## config.mk

```make
export PLATFORM = sky130hd
export DESIGN_NAME = bqx_ctrl
export DESIGN_NICKNAME = d
export VERILOG_FILES = /design/src/hw/rtl/bqx_pkg.sv /design/src/hw/rtl/bqx_ctrl.sv
export SDC_FILE = /design/constraint.sdc
export NUM_CORES = 1
export LEC_CHECK = 0
export ABC_AREA = 0
export BUFFER_PORTS_ARGS = -buffer_cell sky130_fd_sc_hd__buf_4
export CORE_MARGIN = 4
export CORE_UTILIZATION = 30
export DETAILED_ROUTE_END_ITERATION = 16
export GPL_TIMING_DRIVEN = 0
export SYNTH_ARGS = -nofsm -noshare
export SYNTH_HDL_FRONTEND = slang
export SYNTH_SLANG_ARGS = --single-unit
```

## constraint.sdc

```tcl
create_clock -name clock -period 3.5 [get_ports clock]
set_input_delay 0.7 -clock clock [delete_from_list [all_inputs] [get_ports clock]]
set_output_delay 0.7 -clock clock [all_outputs]
set_load 0.005 [all_outputs]
```

## src/hw/rtl/bqx_pkg.sv

```systemverilog
// package: shared constants, types and arithmetic helpers for the biquad equalizer
package bqx_pkg;

   localparam int EQ_BANDS    = 5;
   localparam int SAMPLE_BITS = 16;
   localparam int COEF_BITS   = 24;
   localparam int DELAY_BITS  = 32;

   localparam int NBQ     = EQ_BANDS + 5;
   localparam int NCOEF   = NBQ * 5;
   localparam int NDELAY  = 2 * NBQ;
   localparam int BASS0   = EQ_BANDS + 1;
   localparam int SFRAC   = SAMPLE_BITS - 1;
   localparam int FRAC    = DELAY_BITS - 8;
   localparam int CFRAC   = COEF_BITS - 4;
   localparam int NLFRAC  = 24;
   localparam int CIDX_W  = $clog2(NCOEF);
   localparam int DIDX_W  = $clog2(NDELAY);
   localparam int BQ_W    = $clog2(NBQ);
   localparam int ACC_W   = DELAY_BITS + 2;
   localparam int CSR_IDX_W = 2;
   localparam int CSR_DATA_W = 16;
   localparam int CLIP_LIM = ((1 << SFRAC) * 98 + 50) / 100;
   localparam int K_ABS   = 78643;
   localparam int K_CUBE  = 209715;

   localparam logic [CSR_IDX_W-1:0] CSR_HEADROOM = 2'd0;
   localparam logic [CSR_IDX_W-1:0] CSR_MIX      = 2'd1;
   localparam logic [CSR_IDX_W-1:0] CSR_DRIVE    = 2'd2;
   localparam logic [CSR_IDX_W-1:0] CSR_MASK     = 2'd3;

   localparam logic [0:0] OP_SAMPLE = 1'b0;
   localparam logic [0:0] OP_COEF   = 1'b1;

   typedef logic signed [DELAY_BITS-1:0] sig_type;
   typedef logic signed [COEF_BITS-1:0]  coef_type;

   // datapath operation codes
   localparam int DOP_W = 4;
   localparam logic [DOP_W-1:0] DOP_NOP    = 4'd0;
   localparam logic [DOP_W-1:0] DOP_LOADX  = 4'd1;  // x = sat(sample*headroom)
   localparam logic [DOP_W-1:0] DOP_BQ_Y   = 4'd2;  // y = sat(b0*v + z1)
   localparam logic [DOP_W-1:0] DOP_BQ_Z1  = 4'd3;  // z1 = sat(b1*v - a1*y + z2)
   localparam logic [DOP_W-1:0] DOP_BQ_Z2  = 4'd4;  // z2 = sat(b2*v - a2*y)
   localparam logic [DOP_W-1:0] DOP_DRIVE  = 4'd5;  // l = clip(e*drive)
   localparam logic [DOP_W-1:0] DOP_SQ     = 4'd6;
   localparam logic [DOP_W-1:0] DOP_CUBE   = 4'd7;
   localparam logic [DOP_W-1:0] DOP_ABS    = 4'd8;
   localparam logic [DOP_W-1:0] DOP_KCUBE  = 4'd9;
   localparam logic [DOP_W-1:0] DOP_SHAPE  = 4'd10; // h = sat(a + c)
   localparam logic [DOP_W-1:0] DOP_MIX    = 4'd11; // bass = h*mix
   localparam logic [DOP_W-1:0] DOP_OUT    = 4'd12; // final round and clip
   localparam logic [DOP_W-1:0] DOP_BQ_PASS = 4'd13; // keep value (disabled)
   localparam logic [DOP_W-1:0] DOP_SEL_X  = 4'd14; // v = x

   typedef struct packed {
      logic [DOP_W-1:0]  op;
      logic [BQ_W-1:0]   bq;
   } dp_cmd_type;

   typedef struct packed {
      logic coef_wr;
      logic [CIDX_W-1:0] coef_idx;
   } coef_cmd_type;

   function automatic logic signed [63:0] sat_sig(input logic signed [63:0] v);
      logic signed [63:0] mx;
      logic signed [63:0] mn;
      mx = (64'sd1 <<< (DELAY_BITS - 1)) - 64'sd1;
      mn = -(64'sd1 <<< (DELAY_BITS - 1));
      if (v > mx) return mx;
      else if (v < mn) return mn;
      return v;
   endfunction

   // v / 2^k rounded to nearest, ties away from zero
   function automatic logic signed [63:0] rshr(input logic signed [63:0] v, input int k);
      logic [63:0] u;
      if (k <= 0) return v;
      u = v[63] ? 64'(-v) : 64'(v);
      u = (u + (64'd1 << (k - 1))) >> k;
      return v[63] ? -$signed(u) : $signed(u);
   endfunction

endpackage

```

## src/hw/rtl/bqx_ctrl.sv

```systemverilog
// controller: sequences biquads, bass shaper and output for one sample
module bqx_ctrl
   import bqx_pkg::*;
(
   input  logic              clock,
   input  logic              reset,
   input  logic              start,
   input  logic              bass_on,
   input  logic [NBQ-1:0]    mask,
   input  logic              out_taken,
   output logic              busy,
   output logic              out_valid,
   output dp_cmd_type        cmd,
   output logic [CIDX_W-1:0] coef_rd_idx
);
   localparam logic [3:0] ST_IDLE  = 4'd0;
   localparam logic [3:0] ST_LOAD  = 4'd1;
   localparam logic [3:0] ST_BQ    = 4'd2;  // coef fetch b0
   localparam logic [3:0] ST_Y     = 4'd3;
   localparam logic [3:0] ST_Z1A   = 4'd4;
   localparam logic [3:0] ST_Z1B   = 4'd5;
   localparam logic [3:0] ST_Z2A   = 4'd6;
   localparam logic [3:0] ST_Z2B   = 4'd7;
   localparam logic [3:0] ST_SHAPE = 4'd8;
   localparam logic [3:0] ST_OUT   = 4'd9;
   localparam logic [3:0] ST_HOLD  = 4'd10;

   logic [3:0] state_ff, state_in;
   logic [BQ_W-1:0] bq_ff, bq_in;
   logic [2:0] step_ff, step_in;
   logic [CIDX_W-1:0] base;
   logic [BQ_W-1:0] next_bq;
   logic bq_last;

   assign base = CIDX_W'(bq_ff) * CIDX_W'(5);
   // order: bass bq BASS0, BASS0+1, shaper, BASS0+2, BASS0+3, mix, then 0..EQ_BANDS
   always_comb begin
      next_bq = bq_ff + BQ_W'(1);
      bq_last = 1'b0;
      if (bq_ff == BQ_W'(BASS0 + 1)) next_bq = BQ_W'(BASS0 + 2);
      if (bq_ff == BQ_W'(BASS0 + 3)) next_bq = '0;
      if (bq_ff == BQ_W'(EQ_BANDS)) bq_last = 1'b1;
   end

   always_comb begin
      state_in = state_ff; bq_in = bq_ff; step_in = step_ff;
      cmd = '{op: DOP_NOP, bq: bq_ff};
      coef_rd_idx = base;
      unique case (state_ff)
         ST_IDLE: if (start) state_in = ST_LOAD;
         ST_LOAD: begin
            cmd.op = DOP_LOADX;
            bq_in = bass_on ? BQ_W'(BASS0) : '0;
            state_in = ST_BQ;
         end
         ST_BQ: begin
            coef_rd_idx = base;
            if (!mask[bq_ff]) begin
               cmd.op = DOP_BQ_PASS;
               state_in = ST_Z2B;
            end else state_in = ST_Y;
         end
         ST_Y: begin
            cmd.op = DOP_BQ_Y; coef_rd_idx = base + CIDX_W'(1); state_in = ST_Z1A;
         end
         ST_Z1A: begin
            cmd.op = DOP_BQ_Z1; coef_rd_idx = base + CIDX_W'(3); state_in = ST_Z1B;
         end
         ST_Z1B: begin
            cmd.op = DOP_BQ_Z1; coef_rd_idx = base + CIDX_W'(2); state_in = ST_Z2A;
         end
         ST_Z2A: begin
            cmd.op = DOP_BQ_Z2; coef_rd_idx = base + CIDX_W'(4); state_in = ST_Z2B;
         end
         ST_Z2B: begin
            if (mask[bq_ff]) cmd.op = DOP_BQ_Z2;
            if (bq_ff == BQ_W'(BASS0 + 1)) begin
               step_in = '0; state_in = ST_SHAPE;
            end else if (bq_ff == BQ_W'(BASS0 + 3)) begin
               step_in = 3'd6; state_in = ST_SHAPE;
            end else if (bq_last) state_in = ST_OUT;
            else state_in = ST_BQ;
            bq_in = next_bq;
            coef_rd_idx = CIDX_W'(next_bq) * CIDX_W'(5);
         end
         ST_SHAPE: begin
            step_in = step_ff + 3'd1;
            unique case (step_ff)
               3'd0: cmd.op = DOP_DRIVE;
               3'd1: cmd.op = DOP_SQ;
               3'd2: cmd.op = DOP_CUBE;
               3'd3: cmd.op = DOP_KCUBE;
               3'd4: cmd.op = DOP_ABS;
               3'd5: begin cmd.op = DOP_SHAPE; state_in = ST_BQ; end
               3'd6: begin cmd.op = DOP_MIX; state_in = ST_BQ; end
               default: state_in = ST_BQ;
            endcase
         end
         ST_OUT: begin cmd.op = DOP_OUT; state_in = ST_HOLD; end
         ST_HOLD: if (out_taken) state_in = ST_IDLE;
         default: state_in = ST_IDLE;
      endcase
   end

   always_ff @(posedge clock) begin
      if (reset) begin
         state_ff <= ST_IDLE; bq_ff <= '0; step_ff <= '0;
      end else begin
         state_ff <= state_in; bq_ff <= bq_in; step_ff <= step_in;
      end
   end

   assign busy = (state_ff != ST_IDLE);
   assign out_valid = (state_ff == ST_HOLD);
endmodule

```

==> results of run 1 <==
## per-layer routing
| layer | vias up | routed length (microns) | track usage |
|---|---|---|---|
| met2 | 44 | 2480 | 0.265 |
| met3 | 8 | 235 | 0.0152 |
| met1 | 844 | 2300 | 0.215 |
| met5 | - | 0 | 0 |
| met4 | 0 | 97 | 0.0532 |
| li1 | 926 | - | - |
## layout by cell type (no fill, tap or decap), types with 2 or more instances in the layout
master,netlist,final
and3_1,3,3
dfxtp_1,11,8
buf_2,8,5
a22oi_1,2,2
ha_4,0,2
xor2_1,2,2
o21ai_0,19,18
clkbuf_1,8,7
nand2_1,22,22
nor3_1,10,10
o211ai_1,5,5
nand3b_1,2,2
nor2b_1,9,9
and2_1,3,3
nand2b_1,8,8
mux2i_1,7,6
inv_1,13,12
a31oi_1,7,7
a211oi_1,2,2
a21o_1,3,3
nor2_1,22,22
a22o_1,3,3
a21oi_1,10,9
o221ai_1,4,3
nor3b_1,3,3
nand3_1,4,4
dfxtp_4,0,3
ha_1,14,12
xnor2_1,2,2
fa_1,3,3
clkbuf_8,0,4
buf_4,0,38
o2111ai_1,2,2
## worst max-delay path: stages, from the launching register on
cell and delay (ns):
dfxtp_4 0.37, clkbuf_16 0.15, a21o_1 0.19, a21oi_2 0.15, a41oi_2 0.06, xor2_1 0.17
nor2_1 0.11, ha_1 0.15, inv_1 0.04, fa_1 0.54, o221ai_2 0.12, a22o_1 0.22
a22o_1 0.18, buf_4 0.13
## what timing repair did
item / CTS / global route
setup buffers: 5 / 1
gates cloned: 0 / 0
pin swaps: 8 / 3
resized for setup: 23 / 5
endpoints found under the setup margin: 3 / 2
## cells by family after synthesis
family | after synthesis | share of synthesized area
simple gates | 94 | 0.290
compound gates | 68 | 0.281
buf+inv | 30 | 0.0783
fa+ha+maj | 17 | 0.141
flops | 11 | 0.132
mux | 8 | 0.0557
xor+xnor | 4 | 0.0211
## area by class of cell
class | instances | area [sq um]
well taps | 70 | 87.6
inverters | 13 | 48.8
flip-flops and latches | 11 | 231
fillers | 551 | 3070
multi-input cells | 191 | 1360
repair buffers | 36 | 270
clock buffers | 4 | 45.0
plain buffers | 17 | 120
## worst paths after layout
check / startpoint / to / slack [ns] / depth (start not counted)
setup / recovery: bq_ff[1] / coef_rd_idx[4] / -0.02 / 13
hold reg to reg: step_ff[1] / step_ff[1] / 0.55 / 2
hold / removal: step_ff[1] / step_ff[1] / 0.55 / 2
setup reg to reg: bq_ff[0] / state_ff[2] / 1.64 / 5
## per-stage QoR
stage	instance area (sq um)	setup TNS [ns]
final	2170	-0.0249
after global routing	2170	-0.186
after CTS	2150	-0.0880
after detailed placement	1980	-0.314
after global placement	1980	-0.292
after floorplan	1660	0
## sequential cells by signal (all words and copies together) (netlist names)
register,flops
bq_ff,4
state_ff,4
step_ff,3
## power groups by stage
stage,clock (mW),sequential [mW],combinational [mW]
6_report,0.130,0.138,0.199
5_1_grt,0.141,0.138,0.220
4_1_cts,0.134,0.138,0.196
3_5_place_dp,0,0.141,0.183
3_3_place_gp,0,0.141,0.182
2_1_floorplan,0,0.139,0.113
==> out/metrics.yaml, run 1 <==
synthesis:
  synth_cell_types: 50
  ys_warn_count: 0
  synthFlopType: "dfxtp_1"
  synth_top_cell_area_share: 0.132
  synth-seq-cells: 11
  ys_seq_area_frac: 0.132
  synth_top_area_cell: "dfxtp_1"
  yosys-top-cells-area: "dfxtp_1, ha_1, o21ai_0"
  syn_area_sq_mm: 0.00166
  synth_edf_count: 0
  synthArstFlopShare: 0
  syn_nets: 264
  netlist_instances: 232
  post_synth.cell_area_avg_sq_um: 7.17
  synthTopCellsByCount: "nand2_1, nor2_1, o21ai_0"
route:
  post-route-drc-count: 0
  ant_nets: 0
  initialDrtViolationCount: 146
  num_vias: 1822
  dr.pass1.iters: 4
  wl_per_cell_microns: 15.0
  wl_microns: 5120
  viasPerCell: 5.33
placement:
  placed_cells: 332
  dp_hpwl_microns: 3880
  post-place-ws_ns: -0.314
  portBuffers: 30
  routabilityCongestion: 0.909
power_and_ir_drop:
  ir_drop_mv: 0.183
  p_leak_nw: 0.874
  p_sw_frac: 0.351
  pwr-share-comb: 0.426
  p_switching_mw: 0.164
  power.density_mw_per_mm2: 216
  power_frac_clock: 0.279
  p_int_mw: 0.303
  p_total_mw: 0.467
  power_frac_seq: 0.295
worst_setup_path:
  path_class: "flop to output pin"
  cp_max_fo: 5
  setup.worst_path.end_class: "output pin"
  critPathArrivalTime_ns: 2.82
  cp-start-kind: "flop"
  required_ns: 2.80
sta:
  rsz0062_at_grt: "yes"
  setup_viol: 1
  maxSlewHeadroom: 0.493
  slew_violations: 0
  holdWs_ns: 0.546
  hold_violations: 0
  max_slew.worst_pin.slew_ns: 0.755
  fmax_ghz: 0.284
  final_critical_path_setup_slack_ns: -0.0249
  clock_skew_ns: 0.00537
  finalCritPeriodShare: 1.01
  period_needed_ns: 3.52
floorplan:
  rows: 26
  die_height_microns: 82.5
  dieArea_sq_mm: 0.00680
  num_io_pins: 31
  start_util: 0.317
  coreArea_sq_mm: 0.00524
  die_w_microns: 82.5
outcome:
  violations: "negative setup slack"
  status: "finished with violations"
grt:
  grt_overflow_total: 0
  grt_antenna_before_repair: 0
  grt.total_usage: 0.160
  grt_pass1_vias: 1814
  grt_pass1_wl_microns: 8580
  grt_max_degree: 11
clock_network:
  clock-sinks: 11
  clk_pin_slew_worst_paths_ns: 0.05
  clkLatencyLatePin_ns: 0.24
  cts-hold-fix-buffers: 0
  cts_tree: "yes"
  cts_buffers: 3
  htreeDepth: 1
  cts_root_buffer: "clkbuf_8"
  clock_path_buffers: 2
cells_and_area:
  final_nets: 305
  fin_util: 0.414
  final_cell_count_no_fill: 342
  layout-drive-gt1-share: 0.246
  area_growth_pct: 30.2
  n_antenna_cell: 0
worst_hold_path:
  min-delay-path-class: "flop to flop"
run:
  drv_cap: 0
Power figures use the tool's default switching activity.
==> inputs of run 2 (changes only) <==
Settings changed: CORE_UTILIZATION 30 to 50, PLACE_DENSITY from default to 0.73.
==> run 2 against run 1 <==
The run still ends with negative setup slack left; critical path depth unchanged; maximum frequency decreased by 1.5%; non-clock buffer count decreased by 1; critical path type unchanged; register-to-register slack about the same; first-iteration DRC count increased by 36%; worst setup slack got worse by 0.055 ns.
==> out/metrics.yaml, run 2 (same netlist as run 1, synthesis figures left out) <==
cells_and_area:
  finish.instance_area_sq_mm: 0.00210
  layout_commonest_cell: "buf_4"
  layout_common_cells: "buf_4, nor2_1, nand2_1"
  final_cell_count_no_fill: 315
  top_regs: "bq_ff: 4 flops, state_ff: 4 flops, step_ff: 3 flops"
  layout-drive-gt1-share: 0.255
  area_growth_pct: 26.5
  n_antenna_cell: 0
  final_nets: 304
  fin_util: 0.672
clock_network:
  htreeDepth: 1
  cts_root_buffer: "clkbuf_4"
  clkLatencyLatePin_ns: 0.28
  cts_buffers: 3
  clk_pin_slew_worst_paths_ns: 0.07
  cts-hold-fix-buffers: 0
  clock-sinks: 11
  cts_tree: "yes"
  clock_path_buffers: 2
worst_hold_path:
  worstHoldStart: "step_ff[1]"
  min-delay-path-class: "flop to flop"
  holdPathEnd: "step_ff[1]"
  hold_path_depth: 2
route:
  viasPerCell: 5.97
  ant_nets: 0
  post-route-drc-count: 0
  num_vias: 1882
  initialDrtViolationCount: 198
  wl_per_cell_microns: 15.6
  wl_microns: 4910
  dr.pass1.iters: 5
worst_setup_path:
  setup.worst_path.end_class: "output pin"
  cp_max_fo: 10
  critPathArrivalTime_ns: 2.88
  cp-start-kind: "flop"
  required_ns: 2.80
  path_class: "flop to output pin"
  critPathMostFrequentCell: "a22o_1"
  reg2reg_slack_ns: 1.64
  critPathSlowestCell: "fa_2"
  reg2regPathDepth: 5
  worstPathCellList: "clkbuf_16, a21o_1, a21oi_2, a41oi_2, xor2_1, nor2_1, ha_1, inv_1, fa_2, o221ai_2, a22o_1, a22o_1, buf_4"
  cp_top_family: "compound AO/OA/AOI/OAI gates"
  max_stage_delay_ns: 0.55
  crit_buf_inv: 3
  r2r_end: "state_ff[1]"
  r2r-start: "state_ff[0]"
sta:
  finalCritPeriodShare: 1.02
  slew_violations: 0
  clock_skew_ns: 0.00357
  fmax_ghz: 0.279
  rsz0062_at_grt: "yes"
  setup_viol: 1
  period_needed_ns: 3.58
  final_critical_path_setup_slack_ns: -0.0801
  max_slew.worst_pin.slew_ns: 0.776
  maxSlewHeadroom: 0.479
  hold_violations: 0
grt:
  grt.total_usage: 0.241
  grt_pass1_wl_microns: 8250
  grt_antenna_before_repair: 0
  grt_overflow_total: 0
  grt_pass1_vias: 1726
  grt_max_degree: 11
placement:
  portBuffers: 30
  placed_cells: 306
  dpl_cell_area_sq_mm: 0.00194
  dp_hpwl_microns: 3690
  routabilityCongestion: 0.878
floorplan:
  start_util: 0.532
  coreArea_sq_mm: 0.00313
  rows: 20
  die_w_microns: 65.7
  die_height_microns: 65.7
  num_io_pins: 31
  dieArea_sq_mm: 0.00431
power_and_ir_drop:
  ir_drop_mv: 0.137
  power.density_mw_per_mm2: 201
  p_leak_nw: 0.861
outcome:
  violations: "negative setup slack"
  status: "finished with violations"
run:
  drv_cap: 0
-- run 2: timing repair --
item	in CTS	in global routing
gates resized for setup	21	6
endpoints found under the setup margin	3	2
setup buffers	5	0
pin swaps	7	2
-- run 2: layer usage --
layer	wire, microns	track usage	vias up
met5	0	0	-
met4	46	0.0285	0
met3	257	0.0393	11
met2	2420	0.387	65
met1	2180	0.345	887
li1	-	-	919
-- run 2: per-stage QoR --
| stage | total power [mW] | hold slack (ns) | setup TNS [ns] | worst slack, ns |
|---|---|---|---|---|
| CTS | 0.421 | 0.555 | -0.0904 | -0.0904 |
| floorplan | 0.252 | 0.497 | 0 | 0.207 |
| global route | 0.453 | 0.580 | -0.182 | -0.182 |
| finish | 0.423 | 0.557 | -0.0801 | -0.0801 |
| detailed placement | 0.320 | 0.541 | -0.241 | -0.241 |
| global placement | 0.320 | 0.528 | -0.238 | -0.238 |
-- run 2: worst min-delay path, stage by stage (launching register included) --
cell and delay (ns):
dfxtp_1 0.33, inv_1 0.10, a211oi_1 0.08
-- run 2: area by class of cell --
cell class                 count  area, sq um
multi-input combinational    191         1370
buffer                        17          111
sequential                    11          233
timing repair buffer          35          263
clock buffer                   3         22.5
tap                           44         55.1
inverter                      13         48.8
clock inverter                 1         5.00
fill                         290         1020
-- run 2: worst max-delay path by stage --
stage              from              to  slack, ns  cells after the start
6_report       bq_ff[1]  coef_rd_idx[4]      -0.08                     13
5_1_grt        bq_ff[1]  coef_rd_idx[4]      -0.18                     13
4_1_cts        bq_ff[1]  coef_rd_idx[4]      -0.09                     13
3_5_place_dp   bq_ff[1]  coef_rd_idx[4]      -0.24                     13
3_3_place_gp   bq_ff[1]  coef_rd_idx[4]      -0.24                     13
2_1_floorplan  bq_ff[1]  coef_rd_idx[4]       0.21                     12
-- run 2: report_power, final --
group,internal (mW),leakage [nW],switching [mW]
logic,0.0901,0.751,0.104
clock network,0.0424,0.0177,0.0491
registers,0.129,0.0922,0.00807
